**src/hw/rtl/clns_pkg.sv**
```systemverilog
`timescale 1ns / 1ps
// Package of the character LCD nibble sequencer: command codes, control types and the
// microprogram table. It depends on nothing and is used by every module of the block.
package clns_pkg;

  typedef enum logic [2:0] {
    CMD_DATA   = 3'd0,
    CMD_INSTR  = 3'd1,
    CMD_CURSOR = 3'd2,
    CMD_INIT   = 3'd3,
    CMD_CLEAR  = 3'd4
  } cmd_e;

  typedef enum logic [1:0] {
    ST_IDLE = 2'b01,
    ST_RUN  = 2'b10
  } state_e;

  typedef enum logic {
    K_BYTE = 1'b0,
    K_WAIT = 1'b1
  } kind_e;

  localparam int unsigned PcW = 5;

  localparam logic [PcW-1:0] EntryByte  = PcW'(0);
  localparam logic [PcW-1:0] EntryClear = PcW'(1);
  localparam logic [PcW-1:0] EntryInit  = PcW'(3);

  localparam logic [6:0] HoldMax     = 7'd100;
  localparam logic [6:0] StrobeReset = 7'd1;
  localparam logic [1:0] SubLast     = 2'd3;

  typedef struct packed {
    kind_e      kind;
    logic       use_req;
    logic [7:0] value;
    logic [6:0] wait_ms;
    logic       last;
  } word_t;

  typedef struct packed {
    logic       load;
    cmd_e       cmd;
    logic       emit;
    logic       wait_step;
    logic       use_req;
    logic [7:0] value;
    logic       lo_half;
    logic       en;
    logic [6:0] wait_ms;
    logic       last;
  } ctrl_t;

  function automatic word_t mk(input kind_e kind, input logic use_req,
                               input logic [7:0] value, input logic [6:0] wait_ms,
                               input logic last);
    word_t w;
    w.kind    = kind;
    w.use_req = use_req;
    w.value   = value;
    w.wait_ms = wait_ms;
    w.last    = last;
    return w;
  endfunction

  // One word per byte transfer or wait. A byte word covers its four strobe steps.
  function automatic word_t clns_rom(input logic [PcW-1:0] addr);
    word_t w;
    unique case (addr)
      5'd0:    w = mk(K_BYTE, 1'b1, 8'h00, 7'd0,  1'b1);
      5'd1:    w = mk(K_BYTE, 1'b0, 8'h01, 7'd0,  1'b0);
      5'd2:    w = mk(K_WAIT, 1'b0, 8'h00, 7'd2,  1'b1);
      5'd3:    w = mk(K_WAIT, 1'b0, 8'h00, 7'd50, 1'b0);
      5'd4:    w = mk(K_BYTE, 1'b0, 8'h03, 7'd0,  1'b0);
      5'd5:    w = mk(K_WAIT, 1'b0, 8'h00, 7'd5,  1'b0);
      5'd6:    w = mk(K_BYTE, 1'b0, 8'h03, 7'd0,  1'b0);
      5'd7:    w = mk(K_WAIT, 1'b0, 8'h00, 7'd1,  1'b0);
      5'd8:    w = mk(K_BYTE, 1'b0, 8'h03, 7'd0,  1'b0);
      5'd9:    w = mk(K_WAIT, 1'b0, 8'h00, 7'd10, 1'b0);
      5'd10:   w = mk(K_BYTE, 1'b0, 8'h02, 7'd0,  1'b0);
      5'd11:   w = mk(K_WAIT, 1'b0, 8'h00, 7'd10, 1'b0);
      5'd12:   w = mk(K_BYTE, 1'b0, 8'h28, 7'd0,  1'b0);
      5'd13:   w = mk(K_WAIT, 1'b0, 8'h00, 7'd1,  1'b0);
      5'd14:   w = mk(K_BYTE, 1'b0, 8'h08, 7'd0,  1'b0);
      5'd15:   w = mk(K_WAIT, 1'b0, 8'h00, 7'd1,  1'b0);
      5'd16:   w = mk(K_BYTE, 1'b0, 8'h01, 7'd0,  1'b0);
      5'd17:   w = mk(K_WAIT, 1'b0, 8'h00, 7'd1,  1'b0);
      5'd18:   w = mk(K_BYTE, 1'b0, 8'h06, 7'd0,  1'b0);
      5'd19:   w = mk(K_WAIT, 1'b0, 8'h00, 7'd1,  1'b0);
      5'd20:   w = mk(K_BYTE, 1'b0, 8'h0C, 7'd0,  1'b1);
      default: w = mk(K_WAIT, 1'b0, 8'h00, 7'd0,  1'b1);
    endcase
    return w;
  endfunction

endpackage

```
**src/hw/rtl/clns_if.sv**
```systemverilog
`timescale 1ns / 1ps
// Channel interfaces of the character LCD nibble sequencer: requests in, pin steps out
// and the strobe time write channel. They depend on nothing.
interface clns_req_if;
  logic       valid;
  logic       ready;
  logic [2:0] command;
  logic [7:0] byte_value;
  logic       cursor_row;
  logic [5:0] cursor_column;
  modport source(output valid, command, byte_value, cursor_row, cursor_column, input ready);
  modport sink(input valid, command, byte_value, cursor_row, cursor_column, output ready);
endinterface

interface clns_step_if;
  logic       valid;
  logic       ready;
  logic       drive_pins;
  logic       register_select;
  logic [3:0] bus_nibble;
  logic       enable_level;
  logic [6:0] hold_ms;
  logic       last_step;
  modport source(output valid, drive_pins, register_select, bus_nibble, enable_level,
                 hold_ms, last_step, input ready);
  modport sink(input valid, drive_pins, register_select, bus_nibble, enable_level,
               hold_ms, last_step, output ready);
endinterface

interface clns_cfg_if;
  logic       valid;
  logic       ready;
  logic [6:0] strobe_hold_ms;
  modport source(output valid, strobe_hold_ms, input ready);
  modport sink(input valid, strobe_hold_ms, output ready);
endinterface

```
**src/hw/rtl/char_lcd_nibble_sequencer.sv**
```systemverilog
`timescale 1ns / 1ps
// Top level of the character LCD nibble sequencer for a 4-bit character LCD bus.
// It depends on clns_pkg, the channel interfaces, clns_useq and clns_dpath.

// Each request is expanded into pin steps, one step per clock cycle while the step channel
// takes them: a data, instruction or set cursor request gives four steps, clear gives five
// and initialize forty-five. The next request is taken in the cycle that produces the last
// step of the current one, so back-to-back byte writes follow each other directly; the
// microcode sequencer issues one step a cycle into a single output register. Unknown
// command codes are taken and dropped. The strobe time register may be written at any
// time the block is idle and holds 1 ms after reset; values above 100 are held as 100 ms.
module char_lcd_nibble_sequencer (
  input  logic  clk_i,
  input  logic  rst_ni,
  clns_req_if.sink    req_i,
  clns_step_if.source step_o,
  clns_cfg_if.sink    cfg_i
);
  import clns_pkg::*;

  ctrl_t ctrl;
  logic  out_adv;

  assign cfg_i.ready = 1'b1;

  clns_useq u_useq (
    .clk_i         (clk_i),
    .rst_ni        (rst_ni),
    .req_valid_i   (req_i.valid),
    .req_command_i (req_i.command),
    .req_ready_o   (req_i.ready),
    .out_adv_i     (out_adv),
    .ctrl_o        (ctrl)
  );

  clns_dpath u_dpath (
    .clk_i             (clk_i),
    .rst_ni            (rst_ni),
    .ctrl_i            (ctrl),
    .byte_value_i      (req_i.byte_value),
    .cursor_row_i      (req_i.cursor_row),
    .cursor_column_i   (req_i.cursor_column),
    .cfg_valid_i       (cfg_i.valid),
    .cfg_data_i        (cfg_i.strobe_hold_ms),
    .out_ready_i       (step_o.ready),
    .out_adv_o         (out_adv),
    .out_valid_o       (step_o.valid),
    .drive_pins_o      (step_o.drive_pins),
    .register_select_o (step_o.register_select),
    .bus_nibble_o      (step_o.bus_nibble),
    .enable_level_o    (step_o.enable_level),
    .hold_ms_o         (step_o.hold_ms),
    .last_step_o       (step_o.last_step)
  );

endmodule

```
**src/hw/rtl/clns_useq.sv**
```systemverilog
`timescale 1ns / 1ps
// Microcode sequencer: program counter, strobe step counter and request acceptance.
// It depends on clns_pkg for the microprogram table and the control types.
module clns_useq (
  input  logic               clk_i,
  input  logic               rst_ni,
  input  logic               req_valid_i,
  input  logic [2:0]         req_command_i,
  output logic               req_ready_o,
  input  logic               out_adv_i,
  output clns_pkg::ctrl_t    ctrl_o
);
  import clns_pkg::*;

  state_e         state_q, state_d;
  logic [PcW-1:0] pc_q, pc_d;
  logic [1:0]     sub_q, sub_d;
  word_t          word;
  logic           known;
  logic [PcW-1:0] entry;
  logic           emit, byte_done, finishing, accept;

  always_comb begin
    known = 1'b1;
    entry = EntryByte;
    unique case (req_command_i)
      CMD_DATA, CMD_INSTR, CMD_CURSOR: entry = EntryByte;
      CMD_CLEAR: entry = EntryClear;
      CMD_INIT:  entry = EntryInit;
      default:   known = 1'b0;
    endcase
  end

  assign word        = clns_rom(pc_q);
  assign emit        = (state_q == ST_RUN) && out_adv_i;
  assign byte_done   = (word.kind == K_WAIT) || (sub_q == SubLast);
  assign finishing   = emit && byte_done && word.last;
  assign req_ready_o = (state_q == ST_IDLE) || finishing;
  assign accept      = req_valid_i && req_ready_o;

  always_comb begin
    state_d = state_q;
    pc_d    = pc_q;
    sub_d   = sub_q;
    priority if (accept && known) begin
      state_d = ST_RUN;
      pc_d    = entry;
      sub_d   = 2'd0;
    end else if (finishing) begin
      state_d = ST_IDLE;
    end else if (emit) begin
      if (byte_done) begin
        pc_d  = pc_q + PcW'(1);
        sub_d = 2'd0;
      end else begin
        sub_d = sub_q + 2'd1;
      end
    end else begin
      state_d = state_q;
    end
  end

  always_ff @(posedge clk_i or negedge rst_ni) begin
    if (!rst_ni) begin
      state_q <= ST_IDLE;
      pc_q    <= '0;
      sub_q   <= '0;
    end else begin
      state_q <= state_d;
      pc_q    <= pc_d;
      sub_q   <= sub_d;
    end
  end

  always_comb begin
    ctrl_o.load      = accept && known;
    ctrl_o.cmd       = cmd_e'(req_command_i);
    ctrl_o.emit      = emit;
    ctrl_o.wait_step = (word.kind == K_WAIT);
    ctrl_o.use_req   = word.use_req;
    ctrl_o.value     = word.value;
    ctrl_o.lo_half   = sub_q[1];
    ctrl_o.en        = ~sub_q[0];
    ctrl_o.wait_ms   = word.wait_ms;
    ctrl_o.last      = word.last && byte_done;
  end

endmodule

```
**src/hw/rtl/clns_dpath.sv**
```systemverilog
`timescale 1ns / 1ps
// Datapath: request byte and RS registers, strobe time register and the step output
// register. It depends on clns_pkg for the control word driven by the sequencer.
module clns_dpath (
  input  logic            clk_i,
  input  logic            rst_ni,
  input  clns_pkg::ctrl_t ctrl_i,
  input  logic [7:0]      byte_value_i,
  input  logic            cursor_row_i,
  input  logic [5:0]      cursor_column_i,
  input  logic            cfg_valid_i,
  input  logic [6:0]      cfg_data_i,
  input  logic            out_ready_i,
  output logic            out_adv_o,
  output logic            out_valid_o,
  output logic            drive_pins_o,
  output logic            register_select_o,
  output logic [3:0]      bus_nibble_o,
  output logic            enable_level_o,
  output logic [6:0]      hold_ms_o,
  output logic            last_step_o
);
  import clns_pkg::*;

  logic       rs_q;
  logic [7:0] byte_q;
  logic [6:0] strobe_q;
  logic       valid_q;
  logic       drive_q, sel_q, en_q, last_q;
  logic [3:0] nib_q;
  logic [6:0] hold_q;
  logic [7:0] cur_byte;
  logic [6:0] strobe_hold;

  assign cur_byte    = ctrl_i.use_req ? byte_q : ctrl_i.value;
  assign strobe_hold = (strobe_q > HoldMax) ? HoldMax : strobe_q;
  assign out_adv_o   = !valid_q || out_ready_i;

  always_ff @(posedge clk_i) begin
    if (ctrl_i.load) begin
      rs_q   <= (ctrl_i.cmd == CMD_DATA);
      byte_q <= (ctrl_i.cmd == CMD_CURSOR) ? {1'b1, cursor_row_i, cursor_column_i}
                                           : byte_value_i;
    end
    if (ctrl_i.emit) begin
      last_q <= ctrl_i.last;
      if (ctrl_i.wait_step) begin
        drive_q <= 1'b0;
        sel_q   <= 1'b0;
        nib_q   <= 4'd0;
        en_q    <= 1'b0;
        hold_q  <= ctrl_i.wait_ms;
      end else begin
        drive_q <= 1'b1;
        sel_q   <= ctrl_i.use_req && rs_q;
        nib_q   <= ctrl_i.lo_half ? cur_byte[3:0] : cur_byte[7:4];
        en_q    <= ctrl_i.en;
        hold_q  <= strobe_hold;
      end
    end
  end

  always_ff @(posedge clk_i or negedge rst_ni) begin
    if (!rst_ni) begin
      strobe_q <= StrobeReset;
      valid_q  <= 1'b0;
    end else begin
      if (cfg_valid_i) begin
        strobe_q <= cfg_data_i;
      end
      if (ctrl_i.emit) begin
        valid_q <= 1'b1;
      end else if (out_ready_i) begin
        valid_q <= 1'b0;
      end
    end
  end

  assign out_valid_o       = valid_q;
  assign drive_pins_o      = drive_q;
  assign register_select_o = sel_q;
  assign bus_nibble_o      = nib_q;
  assign enable_level_o    = en_q;
  assign hold_ms_o         = hold_q;
  assign last_step_o       = last_q;

endmodule

```
**src/flat_wrapper.sv**
```systemverilog
// flat-port wrapper written by rule: the top's interface ports become plain ports
module char_lcd_nibble_sequencer_flat import clns_pkg::*;
  (clk_i, rst_ni, req_i_valid, req_i_command, req_i_byte_value, req_i_cursor_row, req_i_cursor_column, req_i_ready, step_o_valid, step_o_drive_pins, step_o_register_select, step_o_bus_nibble, step_o_enable_level, step_o_hold_ms, step_o_last_step, step_o_ready, cfg_i_valid, cfg_i_strobe_hold_ms, cfg_i_ready);
  clns_req_if req_i_i ();
  clns_step_if step_o_i ();
  clns_cfg_if cfg_i_i ();
  input  logic clk_i;
  input  logic rst_ni;
  input wire logic [$bits(req_i_i.valid)-1:0] req_i_valid;
  input wire logic [$bits(req_i_i.command)-1:0] req_i_command;
  input wire logic [$bits(req_i_i.byte_value)-1:0] req_i_byte_value;
  input wire logic [$bits(req_i_i.cursor_row)-1:0] req_i_cursor_row;
  input wire logic [$bits(req_i_i.cursor_column)-1:0] req_i_cursor_column;
  output wire logic [$bits(req_i_i.ready)-1:0] req_i_ready;
  output wire logic [$bits(step_o_i.valid)-1:0] step_o_valid;
  output wire logic [$bits(step_o_i.drive_pins)-1:0] step_o_drive_pins;
  output wire logic [$bits(step_o_i.register_select)-1:0] step_o_register_select;
  output wire logic [$bits(step_o_i.bus_nibble)-1:0] step_o_bus_nibble;
  output wire logic [$bits(step_o_i.enable_level)-1:0] step_o_enable_level;
  output wire logic [$bits(step_o_i.hold_ms)-1:0] step_o_hold_ms;
  output wire logic [$bits(step_o_i.last_step)-1:0] step_o_last_step;
  input wire logic [$bits(step_o_i.ready)-1:0] step_o_ready;
  input wire logic [$bits(cfg_i_i.valid)-1:0] cfg_i_valid;
  input wire logic [$bits(cfg_i_i.strobe_hold_ms)-1:0] cfg_i_strobe_hold_ms;
  output wire logic [$bits(cfg_i_i.ready)-1:0] cfg_i_ready;
  assign req_i_i.valid = req_i_valid;
  assign req_i_i.command = req_i_command;
  assign req_i_i.byte_value = req_i_byte_value;
  assign req_i_i.cursor_row = req_i_cursor_row;
  assign req_i_i.cursor_column = req_i_cursor_column;
  assign req_i_ready = req_i_i.ready;
  assign step_o_valid = step_o_i.valid;
  assign step_o_drive_pins = step_o_i.drive_pins;
  assign step_o_register_select = step_o_i.register_select;
  assign step_o_bus_nibble = step_o_i.bus_nibble;
  assign step_o_enable_level = step_o_i.enable_level;
  assign step_o_hold_ms = step_o_i.hold_ms;
  assign step_o_last_step = step_o_i.last_step;
  assign step_o_i.ready = step_o_ready;
  assign cfg_i_i.valid = cfg_i_valid;
  assign cfg_i_i.strobe_hold_ms = cfg_i_strobe_hold_ms;
  assign cfg_i_ready = cfg_i_i.ready;
  char_lcd_nibble_sequencer u_core (.clk_i(clk_i), .rst_ni(rst_ni), .req_i(req_i_i), .step_o(step_o_i), .cfg_i(cfg_i_i));
endmodule
```
**config.mk**
```make
export PLATFORM = sky130hd
export DESIGN_NAME = char_lcd_nibble_sequencer_flat
export DESIGN_NICKNAME = d
export VERILOG_FILES = /design/src/hw/rtl/clns_pkg.sv /design/src/hw/rtl/clns_if.sv /design/src/hw/rtl/char_lcd_nibble_sequencer.sv /design/src/hw/rtl/clns_useq.sv /design/src/hw/rtl/clns_dpath.sv /design/src/flat_wrapper.sv
export SDC_FILE = /design/constraint.sdc
export NUM_CORES = 1
export LEC_CHECK = 0
export ABC_AREA = 1
export ABC_CLOCK_PERIOD_IN_PS = 2500
export BUFFER_PORTS_ARGS = -buffer_cell sky130_fd_sc_hd__buf_4
export CORE_MARGIN = 5
export CORE_UTILIZATION = 25
export DETAILED_ROUTE_END_ITERATION = 6
export GPL_ROUTABILITY_DRIVEN = 1
export PLACE_DENSITY = 0.52
export SLEW_MARGIN = 10
export SYNTH_ARGS = -nofsm -noshare
export SYNTH_HDL_FRONTEND = slang
export SYNTH_SLANG_ARGS = --single-unit
```
**constraint.sdc**
```tcl
create_clock -name clk_i -period 2.5 [get_ports clk_i]
set_clock_uncertainty 0.05 [all_clocks]
set_input_delay 0.5 -clock clk_i [delete_from_list [all_inputs] [get_ports clk_i]]
set_output_delay 0.5 -clock clk_i [all_outputs]
set_load 0.005 [all_outputs]
```
==> results.yml <==
cts:
  cts_made_buffers: 5
  cts.hold.buffers_added: 0
  clock_latency_ns: 0.29
  htree_levels: 2
  cts_tree: "yes"
  ctsLongestPathBuffers: 2
  post_cts_buffers: 0
  cts-root-buf: "clkbuf_8"
  post_cts_resized: 0
  cts_sinks: 41
  clkTransAtPathRegs_ns: 0.08
power:
  total_leakage_power_nw: 1.28
  power_mw: 3.15
  vdd.ir_drop.worst_mv: 0.353
  p_per_area_nw_per_um2: 1140
synth:
  ys_seq_area_share_pct: 52.2
  avgSynthCellArea_um2: 9.57
  synth.area.top_cells: "edfxtp_1, dfrtp_1, nand2_1, inv_1, mux2_2"
  ys.flop_type: "edfxtp_1"
  synth_top_area_share_pct: 32.7
  synth_area_um2: 2200
  yosys.area.top_type: "edfxtp_1"
  yosysMostFrequentCell: "nand2_1"
  synthTopCellsByCount: "nand2_1, inv_1, edfxtp_1"
  synthArstFlopShare_pct: 41.5
  ys_warn_count: 0
  synthDistinctLibCells: 36
  synthesis.nets: 266
  synth_edf_count: 24
  netlist_instances: 230
  ys_ff_latch: 41
setup_path:
  path_class: "register to output pin"
  slowest_delay_ns: 0.47
  end_kind: "output pin"
  crit_arrival_ns: 1.78
  slowest_stage: "dfrtp_2"
  start_kind: "register"
  cpMostUsedCell: "nand2_4"
  critical_path.max_fanout: 9
  path_buf_inv: 3
  crit_required_ns: 1.95
  cp_cell_sequence: "inv_2 -> ha_1 -> inv_1 -> nand2_1 -> nand3_2 -> nand2_4 -> nand2_4 -> nand3_4 -> nand2_4 -> buf_4"
  crit_family: "simple AND/OR/NAND/NOR gates"
final_layout:
  final_nets: 316
  drive_gt1_share_pct: 31.7
  fillerInstances: 936
  syn_to_final_growth_pct: 25.5
  diodes: 0
sta:
  fmax_ghz: 0.430
  drv_slew: 0
  finalHoldViolCount: 0
  final-setup-viol-count: 0
  finalCritPeriodShare_pct: 93.1
  period_minus_slack_ns: 2.33
  hold_slack_ns: 0.0166
  rsz0062_at_grt: "false"
  tns_ns: 0
routing:
  dr.pass1.iters: 4
  vias: 1695
  drt-total-wl_mm: 4.81
  vias_per_cell: 4.36
  drt_iter0_drc: 121
  wl_per_cell_um: 12.4
  drcViolationCount: 0
  final_antenna_net_count: 0
global_routing:
  grt_pass1_wl_mm: 8.06
  grt_use_total_pct: 9.02
  overflow: 0
  grt_max_degree: 18
  antenna_found_initial: 0
  first_global_vias: 1672
placed_design:
  routabilityCongestion: 0.861
  portBuffers: 46
  dpl.hpwl_mm: 3.79
floorplanning:
  die_area_um2: 10800
  die_width_um: 104
  initial_core_util_pct: 25.5
  coreArea_um2: 8640
  die_h_um: 104
  fp-row-count: 34
  ios: 48
run:
  cap_violations: 0
worst_hold_path:
  holdCritPathClass: "primary input to asynchronous set/reset pin"
outcome:
  run_status: "finished, final reports clean"
-- through the flow --
step | utilization (%) | instances | cell area [um^2] | setup WS, ns
after floorplan | - | 230 | 2200 | 0.266
after global placement | 30.8 | 381 | 2660 | 0.332
after detailed placement | 30.8 | 381 | 2660 | 0.302
after CTS | 32.0 | 389 | 2760 | 0.0750
after global routing | 32.0 | 389 | 2760 | 0.0461
final | 32.0 | 389 | 2760 | 0.173
-- per-layer routing --
| metal | global-route usage [%] | part of all wire [%] | up-vias |
|---|---|---|---|
| met3 | 2.79 | 6.5 | 4 |
| met5 | 0 | 0 | - |
| met2 | 14.2 | 45 | 45 |
| li1 | - | - | 869 |
| met4 | 1.94 | 0.79 | 0 |
| met1 | 12.2 | 48 | 777 |
-- registers in the layout, summed over array words and instances, names as in the netlist, 2 cells and up --
register,count
u_core.u_dpath.byte_q,8
u_core.u_dpath.hold_ms_o,7
u_core.u_dpath.strobe_q,7
u_core.u_useq.pc_q,5
u_core.u_dpath.bus_nibble_o,4
u_core.u_useq.state_q,2
u_core.u_useq.sub_q,2
-- power by group --
part	internal (mW)	switching (mW)
logic	0.592	0.886
clock network	0.256	0.227
registers	1.03	0.158
-- cell families (layout without fill, tap and decap cells) --
logic type / count (synthesis) / after routing / synth area share (%)
other cells: 1 / 1 / 0.170
buf+inv: 37 / 88 / 7.56
fa+ha+maj: 6 / 6 / 3.41
compound gates: 33 / 33 / 8.98
simple gates: 103 / 103 / 23.4
xor+xnor: 2 / 2 / 0.796
mux: 7 / 7 / 3.58
flops: 41 / 41 / 52.2
-- worst paths after layout --
kind | from | end | slack (ns) | depth (start not counted)
worst max-delay path | u_core.u_useq.pc_q[0]$_DFFE_PN0P_ | req_i_ready | 0.17 | 10
worst min-delay path | rst_ni | u_core.u_useq.sub_q[0]$_DFFE_PN0P_ | 0.02 | 1
worst max register to register | u_core.u_useq.pc_q[0]$_DFFE_PN0P_ | u_core.u_dpath.byte_q[5]$_DFFE_PN_ | 0.38 | 11
worst min register to register | u_core.u_dpath.strobe_q[0]$_DFFE_PN1P_ | u_core.u_dpath.strobe_q[0]$_DFFE_PN1P_ | 0.46 | 2
max in group asynchronous | rst_ni | u_core.u_dpath.strobe_q[0]$_DFFE_PN1P_ | 2.13 | 1
min in group clk_i | step_o_ready | u_core.u_dpath.out_valid_o$_DFFE_PN0P_ | 0.36 | 2
-- layout make-up --
type	count	area (um^2)	share of cell area, %
Clock buffer	7	97.6	3.53
Multi-Input combinational cell	152	887	32.1
Tap cell	108	135	4.89
Timing Repair Buffer	50	375	13.6
Inverter	30	113	4.07
Clock inverter	1	5.00	0.181
Sequential cell	41	1150	41.6
-- placed cells by master (no fill, tap or decap), types with 6 or more instances in the layout --
cell / instances
inv_1: 26
dfrtp_1: 13
ha_1: 6
nand3_1: 15
nor2_1: 13
a21oi_1: 6
buf_4: 50
mux2_2: 7
nand2_1: 54
edfxtp_1: 24
o21ai_0: 15
(Power assumes the default switching activity.)
